$ cat src/hdl/qlr_pkg.sv
// ----------------------------------------------------------------------------
// qlr_pkg: shared types and constants of the quantised leaky ReLU
// Holds the configuration register indexes, field widths, the stage payload
// structures and the fixed-point constants used by the pipeline modules.
// ----------------------------------------------------------------------------
`default_nettype none

package qlr_pkg;

    // Field widths
    localparam int unsigned SAMPLE_W = 16;
    localparam int unsigned DIFF_W   = SAMPLE_W + 1;
    localparam int unsigned WORD_W   = 32;
    localparam int unsigned PROD_W   = 2 * WORD_W;
    localparam int unsigned SHIFT_W  = 6;
    localparam int unsigned SHAMT_W  = 5;
    localparam int unsigned CFG_IDX_W  = 3;
    localparam int unsigned CFG_DATA_W = 32;

    // Configuration register indexes
    localparam logic [CFG_IDX_W-1:0] CFG_IN_ZP      = 3'd0;
    localparam logic [CFG_IDX_W-1:0] CFG_OUT_ZP     = 3'd1;
    localparam logic [CFG_IDX_W-1:0] CFG_ALPHA_MULT = 3'd2;
    localparam logic [CFG_IDX_W-1:0] CFG_ALPHA_SHFT = 3'd3;
    localparam logic [CFG_IDX_W-1:0] CFG_IDENT_MULT = 3'd4;
    localparam logic [CFG_IDX_W-1:0] CFG_IDENT_SHFT = 3'd5;

    // Fixed-point constants
    localparam logic signed [WORD_W-1:0] Q31_MIN   = 32'sh8000_0000;
    localparam logic signed [WORD_W-1:0] Q31_MAX   = 32'sh7FFF_FFFF;
    localparam logic signed [PROD_W-1:0] RND_NUDGE = 64'sh0000_0000_4000_0000;
    localparam logic [SHAMT_W-1:0]       SHAMT_MAX = 5'd31;
    localparam logic signed [WORD_W:0]   ACT_MAX   = 33'sd32767;
    localparam logic signed [WORD_W:0]   ACT_MIN   = -33'sd32768;

    // Item leaving the front end: shifted difference and its path's settings
    typedef struct packed {
        logic signed [WORD_W-1:0] v;
        logic signed [WORD_W-1:0] mult;
        logic [SHAMT_W-1:0]       right;
        logic                     last;
    } front_item_t;

    // Item leaving the multiplier: rounded high word
    typedef struct packed {
        logic signed [WORD_W-1:0] q;
        logic [SHAMT_W-1:0]       right;
        logic                     last;
    } mul_item_t;

endpackage

`default_nettype wire

$ cat src/hdl/qlr_front.sv
// ----------------------------------------------------------------------------
// qlr_front: zero point subtraction, path selection and left shift
// Two register stages: the first forms the difference and picks the
// multiplier and shift amounts, the second applies the wrapping left shift.
// ----------------------------------------------------------------------------
`default_nettype none

module qlr_front (
    input  wire logic                                   aclk,
    input  wire logic                                   aresetn,
    input  wire logic signed [qlr_pkg::SAMPLE_W-1:0]    in_zero_point,
    input  wire logic signed [qlr_pkg::WORD_W-1:0]      alpha_multiplier,
    input  wire logic signed [qlr_pkg::SHIFT_W-1:0]     alpha_shift,
    input  wire logic signed [qlr_pkg::WORD_W-1:0]      identity_multiplier,
    input  wire logic signed [qlr_pkg::SHIFT_W-1:0]     identity_shift,
    input  wire logic                                   in_valid,
    output logic                                        in_ready,
    input  wire logic signed [qlr_pkg::SAMPLE_W-1:0]    in_sample,
    input  wire logic                                   in_last,
    output logic                                        out_valid,
    input  wire logic                                   out_ready,
    output qlr_pkg::front_item_t                        out_item
);

    logic                                   v1_reg;
    logic                                   v2_reg;
    logic                                   rdy1;
    logic                                   rdy2;
    logic signed [qlr_pkg::DIFF_W-1:0]      diff;
    logic signed [qlr_pkg::SHIFT_W-1:0]     shift_sel;
    logic [qlr_pkg::SHIFT_W-1:0]            shift_neg;
    logic signed [qlr_pkg::DIFF_W-1:0]      d_reg;
    logic signed [qlr_pkg::WORD_W-1:0]      mult_reg;
    logic [qlr_pkg::SHAMT_W-1:0]            left_reg;
    logic [qlr_pkg::SHAMT_W-1:0]            right_reg;
    logic                                   last1_reg;
    logic [qlr_pkg::SHAMT_W-1:0]            left_next;
    logic [qlr_pkg::SHAMT_W-1:0]            right_next;
    logic signed [qlr_pkg::WORD_W-1:0]      d_wide;
    qlr_pkg::front_item_t                   item_reg;
    qlr_pkg::front_item_t                   item_next;

    // A stage takes a new item when it is empty or its item moves on.
    assign rdy2      = !v2_reg || out_ready;
    assign rdy1      = !v1_reg || rdy2;
    assign in_ready  = rdy1;
    assign out_valid = v2_reg;
    assign out_item  = item_reg;

    // Difference and choice of path; a negative difference takes alpha.
    always_comb begin
        diff      = qlr_pkg::DIFF_W'(in_sample) - qlr_pkg::DIFF_W'(in_zero_point);
        shift_sel = diff[qlr_pkg::DIFF_W-1] ? alpha_shift : identity_shift;
        shift_neg = -shift_sel;
        if (shift_sel[qlr_pkg::SHIFT_W-1]) begin
            left_next  = '0;
            right_next = shift_neg[qlr_pkg::SHIFT_W-1] ? qlr_pkg::SHAMT_MAX
                                                        : shift_neg[qlr_pkg::SHAMT_W-1:0];
        end else begin
            left_next  = shift_sel[qlr_pkg::SHAMT_W-1:0];
            right_next = '0;
        end
    end

    // Stage 1 payload
    always_ff @(posedge aclk) begin
        if (in_valid && rdy1) begin
            d_reg     <= diff;
            mult_reg  <= diff[qlr_pkg::DIFF_W-1] ? alpha_multiplier : identity_multiplier;
            left_reg  <= left_next;
            right_reg <= right_next;
            last1_reg <= in_last;
        end
    end

    // Left shift with wrap to 32 bits.
    always_comb begin
        d_wide          = qlr_pkg::WORD_W'(d_reg);
        item_next.v     = d_wide << left_reg;
        item_next.mult  = mult_reg;
        item_next.right = right_reg;
        item_next.last  = last1_reg;
    end

    // Stage 2 payload
    always_ff @(posedge aclk) begin
        if (v1_reg && rdy2) begin
            item_reg <= item_next;
        end
    end

    // Valid bits
    always_ff @(posedge aclk) begin
        if (!aresetn) begin
            v1_reg <= 1'b0;
            v2_reg <= 1'b0;
        end else begin
            if (rdy1) begin
                v1_reg <= in_valid;
            end
            if (rdy2) begin
                v2_reg <= v1_reg;
            end
        end
    end

    // A negative difference must carry the alpha multiplier.
    assert property (@(posedge aclk) disable iff (!aresetn)
        (in_valid && rdy1 && diff[qlr_pkg::DIFF_W-1]) |=> (mult_reg == $past(alpha_multiplier)))
        else $error("negative difference did not select the alpha multiplier");

endmodule

`default_nettype wire

$ cat src/hdl/qlr_mul.sv
// ----------------------------------------------------------------------------
// qlr_mul: rounding doubling high multiply
// Two register stages: a 32 by 32 signed product, then the rounding nudge,
// the division by 2^31 and saturation of the single overflow case.
// ----------------------------------------------------------------------------
`default_nettype none

module qlr_mul (
    input  wire logic                   aclk,
    input  wire logic                   aresetn,
    input  wire logic                   in_valid,
    output logic                        in_ready,
    input  wire qlr_pkg::front_item_t   in_item,
    output logic                        out_valid,
    input  wire logic                   out_ready,
    output qlr_pkg::mul_item_t          out_item
);

    logic                                   v3_reg;
    logic                                   v4_reg;
    logic                                   rdy3;
    logic                                   rdy4;
    logic signed [qlr_pkg::PROD_W-1:0]      prod_next;
    logic signed [qlr_pkg::PROD_W-1:0]      prod_reg;
    logic                                   sat_reg;
    logic [qlr_pkg::SHAMT_W-1:0]            right3_reg;
    logic                                   last3_reg;
    logic signed [qlr_pkg::PROD_W-1:0]      rnd_sum;
    qlr_pkg::mul_item_t                     item_reg;
    qlr_pkg::mul_item_t                     item_next;

    assign rdy4      = !v4_reg || out_ready;
    assign rdy3      = !v3_reg || rdy4;
    assign in_ready  = rdy3;
    assign out_valid = v4_reg;
    assign out_item  = item_reg;

    assign prod_next = in_item.v * in_item.mult;

    // Stage 3: product, and a flag for both operands at the most negative value.
    always_ff @(posedge aclk) begin
        if (in_valid && rdy3) begin
            prod_reg   <= prod_next;
            sat_reg    <= (in_item.v == qlr_pkg::Q31_MIN) && (in_item.mult == qlr_pkg::Q31_MIN);
            right3_reg <= in_item.right;
            last3_reg  <= in_item.last;
        end
    end

    // With a nudge of 2^30 the truncating division by 2^31 becomes an
    // arithmetic shift for either sign of the product.
    always_comb begin
        rnd_sum         = prod_reg + qlr_pkg::RND_NUDGE;
        item_next.q     = sat_reg ? qlr_pkg::Q31_MAX : rnd_sum[62:31];
        item_next.right = right3_reg;
        item_next.last  = last3_reg;
    end

    // Stage 4 payload
    always_ff @(posedge aclk) begin
        if (v3_reg && rdy4) begin
            item_reg <= item_next;
        end
    end

    // Valid bits
    always_ff @(posedge aclk) begin
        if (!aresetn) begin
            v3_reg <= 1'b0;
            v4_reg <= 1'b0;
        end else begin
            if (rdy3) begin
                v3_reg <= in_valid;
            end
            if (rdy4) begin
                v4_reg <= v3_reg;
            end
        end
    end

    // The overflow case must leave the largest positive value.
    assert property (@(posedge aclk) disable iff (!aresetn)
        (v3_reg && rdy4 && sat_reg) |=> (item_reg.q == qlr_pkg::Q31_MAX))
        else $error("saturated multiply did not give the largest positive value");

endmodule

`default_nettype wire

$ cat src/hdl/qlr_back.sv
// ----------------------------------------------------------------------------
// qlr_back: right shift, output zero point and clamp
// Two register stages: an arithmetic right shift, then the zero point
// addition and the clamp to the signed 16-bit range in the output register.
// ----------------------------------------------------------------------------
`default_nettype none

module qlr_back (
    input  wire logic                                   aclk,
    input  wire logic                                   aresetn,
    input  wire logic signed [qlr_pkg::SAMPLE_W-1:0]    out_zero_point,
    input  wire logic                                   in_valid,
    output logic                                        in_ready,
    input  wire qlr_pkg::mul_item_t                     in_item,
    output logic                                        out_valid,
    input  wire logic                                   out_ready,
    output logic signed [qlr_pkg::SAMPLE_W-1:0]         out_activation,
    output logic                                        out_last
);

    logic                                   v5_reg;
    logic                                   v6_reg;
    logic                                   rdy5;
    logic                                   rdy6;
    logic signed [qlr_pkg::WORD_W-1:0]      sh_reg;
    logic                                   last5_reg;
    logic signed [qlr_pkg::WORD_W:0]        sum;
    logic signed [qlr_pkg::SAMPLE_W-1:0]    act_next;
    logic signed [qlr_pkg::SAMPLE_W-1:0]    act_reg;
    logic                                   last6_reg;

    assign rdy6           = !v6_reg || out_ready;
    assign rdy5           = !v5_reg || rdy6;
    assign in_ready       = rdy5;
    assign out_valid      = v6_reg;
    assign out_activation = act_reg;
    assign out_last       = last6_reg;

    // Stage 5: arithmetic right shift, truncating toward minus infinity.
    always_ff @(posedge aclk) begin
        if (in_valid && rdy5) begin
            sh_reg    <= in_item.q >>> in_item.right;
            last5_reg <= in_item.last;
        end
    end

    // Zero point is added at full width and only the clamp bounds the sum.
    always_comb begin
        sum = (qlr_pkg::WORD_W + 1)'(sh_reg) + (qlr_pkg::WORD_W + 1)'(out_zero_point);
        if (sum > qlr_pkg::ACT_MAX) begin
            act_next = qlr_pkg::SAMPLE_W'(qlr_pkg::ACT_MAX);
        end else if (sum < qlr_pkg::ACT_MIN) begin
            act_next = qlr_pkg::SAMPLE_W'(qlr_pkg::ACT_MIN);
        end else begin
            act_next = sum[qlr_pkg::SAMPLE_W-1:0];
        end
    end

    // Stage 6: output register
    always_ff @(posedge aclk) begin
        if (v5_reg && rdy6) begin
            act_reg   <= act_next;
            last6_reg <= last5_reg;
        end
    end

    // Valid bits
    always_ff @(posedge aclk) begin
        if (!aresetn) begin
            v5_reg <= 1'b0;
            v6_reg <= 1'b0;
        end else begin
            if (rdy5) begin
                v5_reg <= in_valid;
            end
            if (rdy6) begin
                v6_reg <= v5_reg;
            end
        end
    end

    // With no right shift the high word passes unchanged.
    assert property (@(posedge aclk) disable iff (!aresetn)
        (in_valid && rdy5 && (in_item.right == '0)) |=> (sh_reg == $past(in_item.q)))
        else $error("zero right shift altered the value");

endmodule

`default_nettype wire

$ cat src/hdl/quantized_leaky_relu_s16.sv
// Quantised int16 leaky ReLU. Each signed 16-bit sample has the input zero
// point removed; a non-negative difference is scaled by the identity
// multiplier and shift, a negative one by the alpha multiplier and shift,
// each as a wrapping left shift, a rounding doubling high multiply and an
// arithmetic right shift; the output zero point is then added and the
// result clamped to int16. It takes one item per clock unless stalled and
// returns one result per item through a six-stage pipeline whose deepest
// stage is the 32 by 32 bit multiplier; every stage has its own valid bit,
// so bubbles close up while the output is held. Write the configuration
// registers through the cfg port only while no item is in flight; the block
// does not enforce it. Unknown indexes are ignored; cfg_ready is always high.
// ----------------------------------------------------------------------------
// quantized_leaky_relu_s16: top level of the quantised leaky ReLU
// Configuration registers and the chain of front end, multiplier and back
// end pipeline segments.
// ----------------------------------------------------------------------------
`default_nettype none

module quantized_leaky_relu_s16 (
    input  wire logic                               aclk,
    input  wire logic                               aresetn,
    // Configuration write channel
    input  wire logic                               cfg_valid,
    output logic                                    cfg_ready,
    input  wire logic [qlr_pkg::CFG_IDX_W-1:0]      cfg_index,
    input  wire logic [qlr_pkg::CFG_DATA_W-1:0]     cfg_data,
    // Input items
    input  wire logic                               s_tvalid,
    output logic                                    s_tready,
    input  wire logic [qlr_pkg::SAMPLE_W-1:0]       s_tdata,   // [15:0] sample
    input  wire logic                               s_tlast,
    // Result items
    output logic                                    m_tvalid,
    input  wire logic                               m_tready,
    output logic [qlr_pkg::SAMPLE_W-1:0]            m_tdata,   // [15:0] activation
    output logic                                    m_tlast
);

    logic signed [qlr_pkg::SAMPLE_W-1:0]    in_zp_reg;
    logic signed [qlr_pkg::SAMPLE_W-1:0]    out_zp_reg;
    logic signed [qlr_pkg::WORD_W-1:0]      alpha_mult_reg;
    logic signed [qlr_pkg::SHIFT_W-1:0]     alpha_shift_reg;
    logic signed [qlr_pkg::WORD_W-1:0]      ident_mult_reg;
    logic signed [qlr_pkg::SHIFT_W-1:0]     ident_shift_reg;

    logic                                   front_valid;
    logic                                   front_ready;
    qlr_pkg::front_item_t                   front_item;
    logic                                   mul_valid;
    logic                                   mul_ready;
    qlr_pkg::mul_item_t                     mul_item;
    logic signed [qlr_pkg::SAMPLE_W-1:0]    activation;

    assign cfg_ready = 1'b1;

    // Configuration registers
    always_ff @(posedge aclk) begin
        if (!aresetn) begin
            in_zp_reg       <= '0;
            out_zp_reg      <= '0;
            alpha_mult_reg  <= '0;
            alpha_shift_reg <= '0;
            ident_mult_reg  <= '0;
            ident_shift_reg <= '0;
        end else if (cfg_valid) begin
            unique case (cfg_index)
                qlr_pkg::CFG_IN_ZP:      in_zp_reg       <= cfg_data[qlr_pkg::SAMPLE_W-1:0];
                qlr_pkg::CFG_OUT_ZP:     out_zp_reg      <= cfg_data[qlr_pkg::SAMPLE_W-1:0];
                qlr_pkg::CFG_ALPHA_MULT: alpha_mult_reg  <= cfg_data[qlr_pkg::WORD_W-1:0];
                qlr_pkg::CFG_ALPHA_SHFT: alpha_shift_reg <= cfg_data[qlr_pkg::SHIFT_W-1:0];
                qlr_pkg::CFG_IDENT_MULT: ident_mult_reg  <= cfg_data[qlr_pkg::WORD_W-1:0];
                qlr_pkg::CFG_IDENT_SHFT: ident_shift_reg <= cfg_data[qlr_pkg::SHIFT_W-1:0];
                default: ;
            endcase
        end
    end

    // Stages 1 and 2
    qlr_front u_front (
        .aclk                (aclk),
        .aresetn             (aresetn),
        .in_zero_point       (in_zp_reg),
        .alpha_multiplier    (alpha_mult_reg),
        .alpha_shift         (alpha_shift_reg),
        .identity_multiplier (ident_mult_reg),
        .identity_shift      (ident_shift_reg),
        .in_valid            (s_tvalid),
        .in_ready            (s_tready),
        .in_sample           (s_tdata),
        .in_last             (s_tlast),
        .out_valid           (front_valid),
        .out_ready           (front_ready),
        .out_item            (front_item)
    );

    // Stages 3 and 4
    qlr_mul u_mul (
        .aclk      (aclk),
        .aresetn   (aresetn),
        .in_valid  (front_valid),
        .in_ready  (front_ready),
        .in_item   (front_item),
        .out_valid (mul_valid),
        .out_ready (mul_ready),
        .out_item  (mul_item)
    );

    // Stages 5 and 6
    qlr_back u_back (
        .aclk           (aclk),
        .aresetn        (aresetn),
        .out_zero_point (out_zp_reg),
        .in_valid       (mul_valid),
        .in_ready       (mul_ready),
        .in_item        (mul_item),
        .out_valid      (m_tvalid),
        .out_ready      (m_tready),
        .out_activation (activation),
        .out_last       (m_tlast)
    );

    assign m_tdata = activation;

    // A write to a shift register must keep exactly its low six bits.
    assert property (@(posedge aclk) disable iff (!aresetn)
        (cfg_valid && (cfg_index == qlr_pkg::CFG_ALPHA_SHFT))
        |=> (alpha_shift_reg == $past(cfg_data[qlr_pkg::SHIFT_W-1:0])))
        else $error("alpha shift register write lost");

    // The output zero point only changes through its own register index.
    assert property (@(posedge aclk) disable iff (!aresetn)
        (!cfg_valid || (cfg_index != qlr_pkg::CFG_OUT_ZP)) |=> $stable(out_zp_reg))
        else $error("output zero point changed without a write");

endmodule

`default_nettype wire

$ cat config.mk
export PLATFORM = sky130hd
export DESIGN_NAME = quantized_leaky_relu_s16
export DESIGN_NICKNAME = d
export VERILOG_FILES = /design/src/hdl/qlr_pkg.sv /design/src/hdl/qlr_front.sv /design/src/hdl/qlr_mul.sv /design/src/hdl/qlr_back.sv /design/src/hdl/quantized_leaky_relu_s16.sv
export SDC_FILE = /design/constraint.sdc
export NUM_CORES = 2
export LEC_CHECK = 0
export BUFFER_PORTS_ARGS = -buffer_cell sky130_fd_sc_hd__buf_2
export CAP_MARGIN = 20
export CORE_MARGIN = 3
export CORE_UTILIZATION = 55
export DETAILED_ROUTE_END_ITERATION = 12
export PLACE_DENSITY_LB_ADDON = 0.2
export SYNTH_ARGS = -nofsm -noshare
export SYNTH_HDL_FRONTEND = slang
export SYNTH_SLANG_ARGS = --single-unit
$ cat constraint.sdc
create_clock -name aclk -period 12.1 [get_ports aclk]
set_input_delay 2.42 -clock aclk [delete_from_list [all_inputs] [get_ports aclk]]
set_output_delay 2.42 -clock aclk [all_outputs]
set_load 0.005 [all_outputs]
==> results by stage <==
Hold path:
- The path class of the lowest-slack min-delay path is register to register.

Cells and area:
- The number of nets in the layout is 6739.
- The finished cells cover 0.05681 mm^2.
- The area taken by flip-flops and latches is 0.01003 mm^2.
- The filler cell count is 8304.
- The multi-input logic area is 0.03890 mm^2.
- The flip-flop count of the largest register after layout is 70.
- The area growth from synthesis to layout is 5.706%.
- Cells with a size suffix above 1 make up 6.372% of the layout.

Logic synthesis:
- Summing every instance area after synthesis gives 0.05374 mm^2.
- In this run the mean area of a mapped cell was 9.841 um^2.
- Of all cell types, the one taking the most synthesized area is sky130_fd_sc_hd__fa_1.
- In the post-synthesis netlist, the biggest area contributors are sky130_fd_sc_hd__fa_1, sky130_fd_sc_hd__edfxtp_1, sky130_fd_sc_hd__inv_1.
- In this run, synthesis inferred 258 flip-flops with an integrated enable.
- Of all flip-flops after synthesis, the portion carrying an async set or reset was 0%.
- The proportion of synthesized area in mux cells is 3.283%.
- The dominant combinational cell family by area after synthesis is adder cells.
- Summed over its instances, the top area cell type makes up 40.01% of the synthesized netlist area.
- The synthesized netlist contains 74 unique library cells.
- The share of the Yosys chip area taken by registers is 18.66%.
- After Yosys synthesis, XOR and XNOR cells account for 1.858% of the synthesized area.
- The synthesized netlist devotes 15.36% of its cell area to simple gates.
- After synthesis the netlist holds a flip-flop and latch count of 372.
- Synthesis handed over a netlist of 5461 instances.
- Summing the areas of all compound-gate instances in the mapped netlist gives 6.426% of the synthesized area.
- During synthesis, Yosys emitted a total of 0 warnings.
- Counting every net in the synthesized netlist gives 6820.
- The dominant register cell in the synthesized netlist is sky130_fd_sc_hd__edfxtp_1.
- The synthesized netlist devotes 45.32% of its cell area to adder and majority cells.

Floorplanning:
- The floorplan step set the die width to 318.6 um.
- The initial cell density of the core is 55.49%.
- The die covers 0.1015 mm^2.
- The placeable core region is 0.09685 mm^2.
- The number of ports placed on the die boundary is 77.
- The overall die height is 318.6 um.
- The row count is 114.

Clock tree:
- The number of H-tree levels is 2.
- The root buffer cell is sky130_fd_sc_hd__clkbuf_16.
- The CTS tree is yes.
- The total clock sinks is 372.
- The total of hold buffers inserted after clock tree synthesis is 0.
- The later pin in the worst-skew pair is clocked with a latency of 0.58 ns.
- The number of clock buffers added by TritonCTS is 42.
- Post-CTS repair changed the size of 0 cells.
- The maximum clock insertion buffer count is 3.
- After clock tree synthesis, the clock-pin slew on the worst setup and hold paths is 0.07 ns.
- The number of setup buffers added after CTS is 0.

Global route:
- The via count of the first global-routing pass was 40172.
- The first global-routing pass estimated 230400 um of wire.
- The global route total overflow is 0.
- The number of antenna violations at the first check in global routing is 6.
- The global routing usage summed across all routing layers is 29.40%.
- Entering global routing, the biggest net connects 115 pins.

Timing:
- The share of the cycle needed by the critical path after routing is 76.95%.
- At the pin with the least slew margin, the transition time is 1.081 ns.
- The max-slew violation count was 0.
- The post-route minimum period is 9.310 ns.
- Derived from the worst setup path, the maximum achievable clock frequency is 107.4 MHz.
- The final worst clock skew is 0.02562 ns.
- The slack of the critical path is 2.790 ns.
- Setup violations remaining at the end of the flow were counted as 0.
- The number of hold violations in the final report came to 0.
- Setup repair after global routing left no endpoint under its margin.
- The worst-case headroom to the max-slew limit is 27.94%.
- Setup total negative slack on the finished layout was measured at 0 ns.

Setup path:
- In this design, the largest share of critical-path delay is due to adder cells.
- The critical path endpoint category is a register.
- The cell with the most instances on the worst path is sky130_fd_sc_hd__fa_1.
- The worst setup path is of the register to register kind.
- In this run the worst path has a maximum fanout of 19.
- The kind of start point of the critical path is a register.
- The critical path data arrival time is 9.63 ns.
- The largest single stage delay on the critical path is 0.96 ns.
- Together, buffers and inverters on the worst path number 5.
- The endpoint required time on the critical path is 12.42 ns.
- The slowest cell on the critical path is sky130_fd_sc_hd__edfxtp_1.

Placement:
- The placed instance area is 0.05534 mm^2.
- Input and output buffers added on the ports amount to 75.
- The routability congestion estimate from global placement is 0.9396.
- Detailed placement ended at an HPWL of 108800 um.
- OpenSTA, run right after detailed placement, puts the worst setup slack at 2.877 ns.

Run status:
- The flow ran to the end, and the final reports show no timing, DRC or antenna violations.

Detailed routing:
- The average vias per placed instance is 5.635.
- Across all layers, the routed design uses 37716 vias.
- The count of nets left with antenna violations once routing finished came out at 0.
- The starting DRC count in detailed routing is 3007.
- The first-pass iteration count of the detailed router is 5.
- After detailed routing, the average wire length per cell comes to 21.55 um.
- The total wire length after detailed routing is 144300 um.
- For this run, design rule violations remaining after detail routing come to 0.

Flow run:
- The count of maximum capacitance violations is 0.
-- path summary, 6_finish.rpt --
check / start / to / slack, ns / cells past startpoint
worst min-delay path: u_front.mult_reg[14]$_DFFE_PP_ / u_front.out_item[20]$_DFFE_PP_ / 0.41 / 0
worst max-delay path: u_front.out_item[47]$_SDFFCE_PP0P_ / u_mul.prod_reg[62]$_DFFE_PP_ / 2.79 / 26
worst max register to register: u_front.out_item[47]$_SDFFCE_PP0P_ / u_mul.prod_reg[62]$_DFFE_PP_ / 2.79 / 26
worst min register to register: u_front.mult_reg[14]$_DFFE_PP_ / u_front.out_item[20]$_DFFE_PP_ / 0.41 / 0
-- cells in the mapped netlist (all sizes together) (21+ instances only) --
library cell  count
nor2b            55
nor3             31
fa             1074
mux2             54
mux2i            66
inv            1007
a21boi          104
nor4             21
nor2            112
o21ai           105
dfxtp           114
ha              228
nand2           829
and2            492
xnor2            73
a211oi           23
nand3            48
a21o             41
nand2b           37
clkbuf          278
a21oi           133
a31oi            23
xor2             41
and3             22
nand4            24
mux4             22
edfxtp          258
-- cell families after synthesis --
family	Yosys count
AOI/OAI and AO/OA	528
xor gates and xnor gates	114
adders and majority gates	1302
buffers and inverters	1298
DFF	372
muxes	142
other	1
and+or+nand+nor	1704
-- metrics by stage --
step	hold WS [ns]	utilization, %	std cells
after floorplan	0.4003	-	5461
after global placement	0.4022	57.14	6609
after detailed placement	0.4045	57.14	6609
after CTS	0.4109	58.60	6687
after global routing	0.4254	58.65	6690
final	0.4128	58.66	6693
-- layer usage --
layer / wire (um) / vias up / track usage (%)
li1: - / 16610 / -
met1: 58250 / 19172 / 39.87
met2: 66620 / 1577 / 47.01
met3: 13010 / 355 / 5.802
met4: 6373 / 2 / 11.53
met5: 11 / - / 0
-- cells in the final DEF, fill, tap and decap left out, types with 102 or more instances in the layout --
master                        n
sky130_fd_sc_hd__a21boi_0   102
sky130_fd_sc_hd__a21oi_1    133
sky130_fd_sc_hd__and2_1     490
sky130_fd_sc_hd__dfxtp_1    114
sky130_fd_sc_hd__edfxtp_1   258
sky130_fd_sc_hd__fa_1      1074
sky130_fd_sc_hd__ha_1       228
sky130_fd_sc_hd__inv_1     1005
sky130_fd_sc_hd__nand2_1    829
sky130_fd_sc_hd__nor2_1     111
-- final cells by class --
class,instances,share of cell area (%)
multi-input combinational,3791,68.47
timing repair buffer,165,1.894
clock inverter,26,0.4713
antenna,3,0.01321
tap,1276,2.810
clock buffer,52,2.022
sequential,372,17.66
inverter,1008,6.660
Power is left out: the tool's default activity adds up to more than one toggle a clock period on the data nets, which glitch-free logic cannot reach.
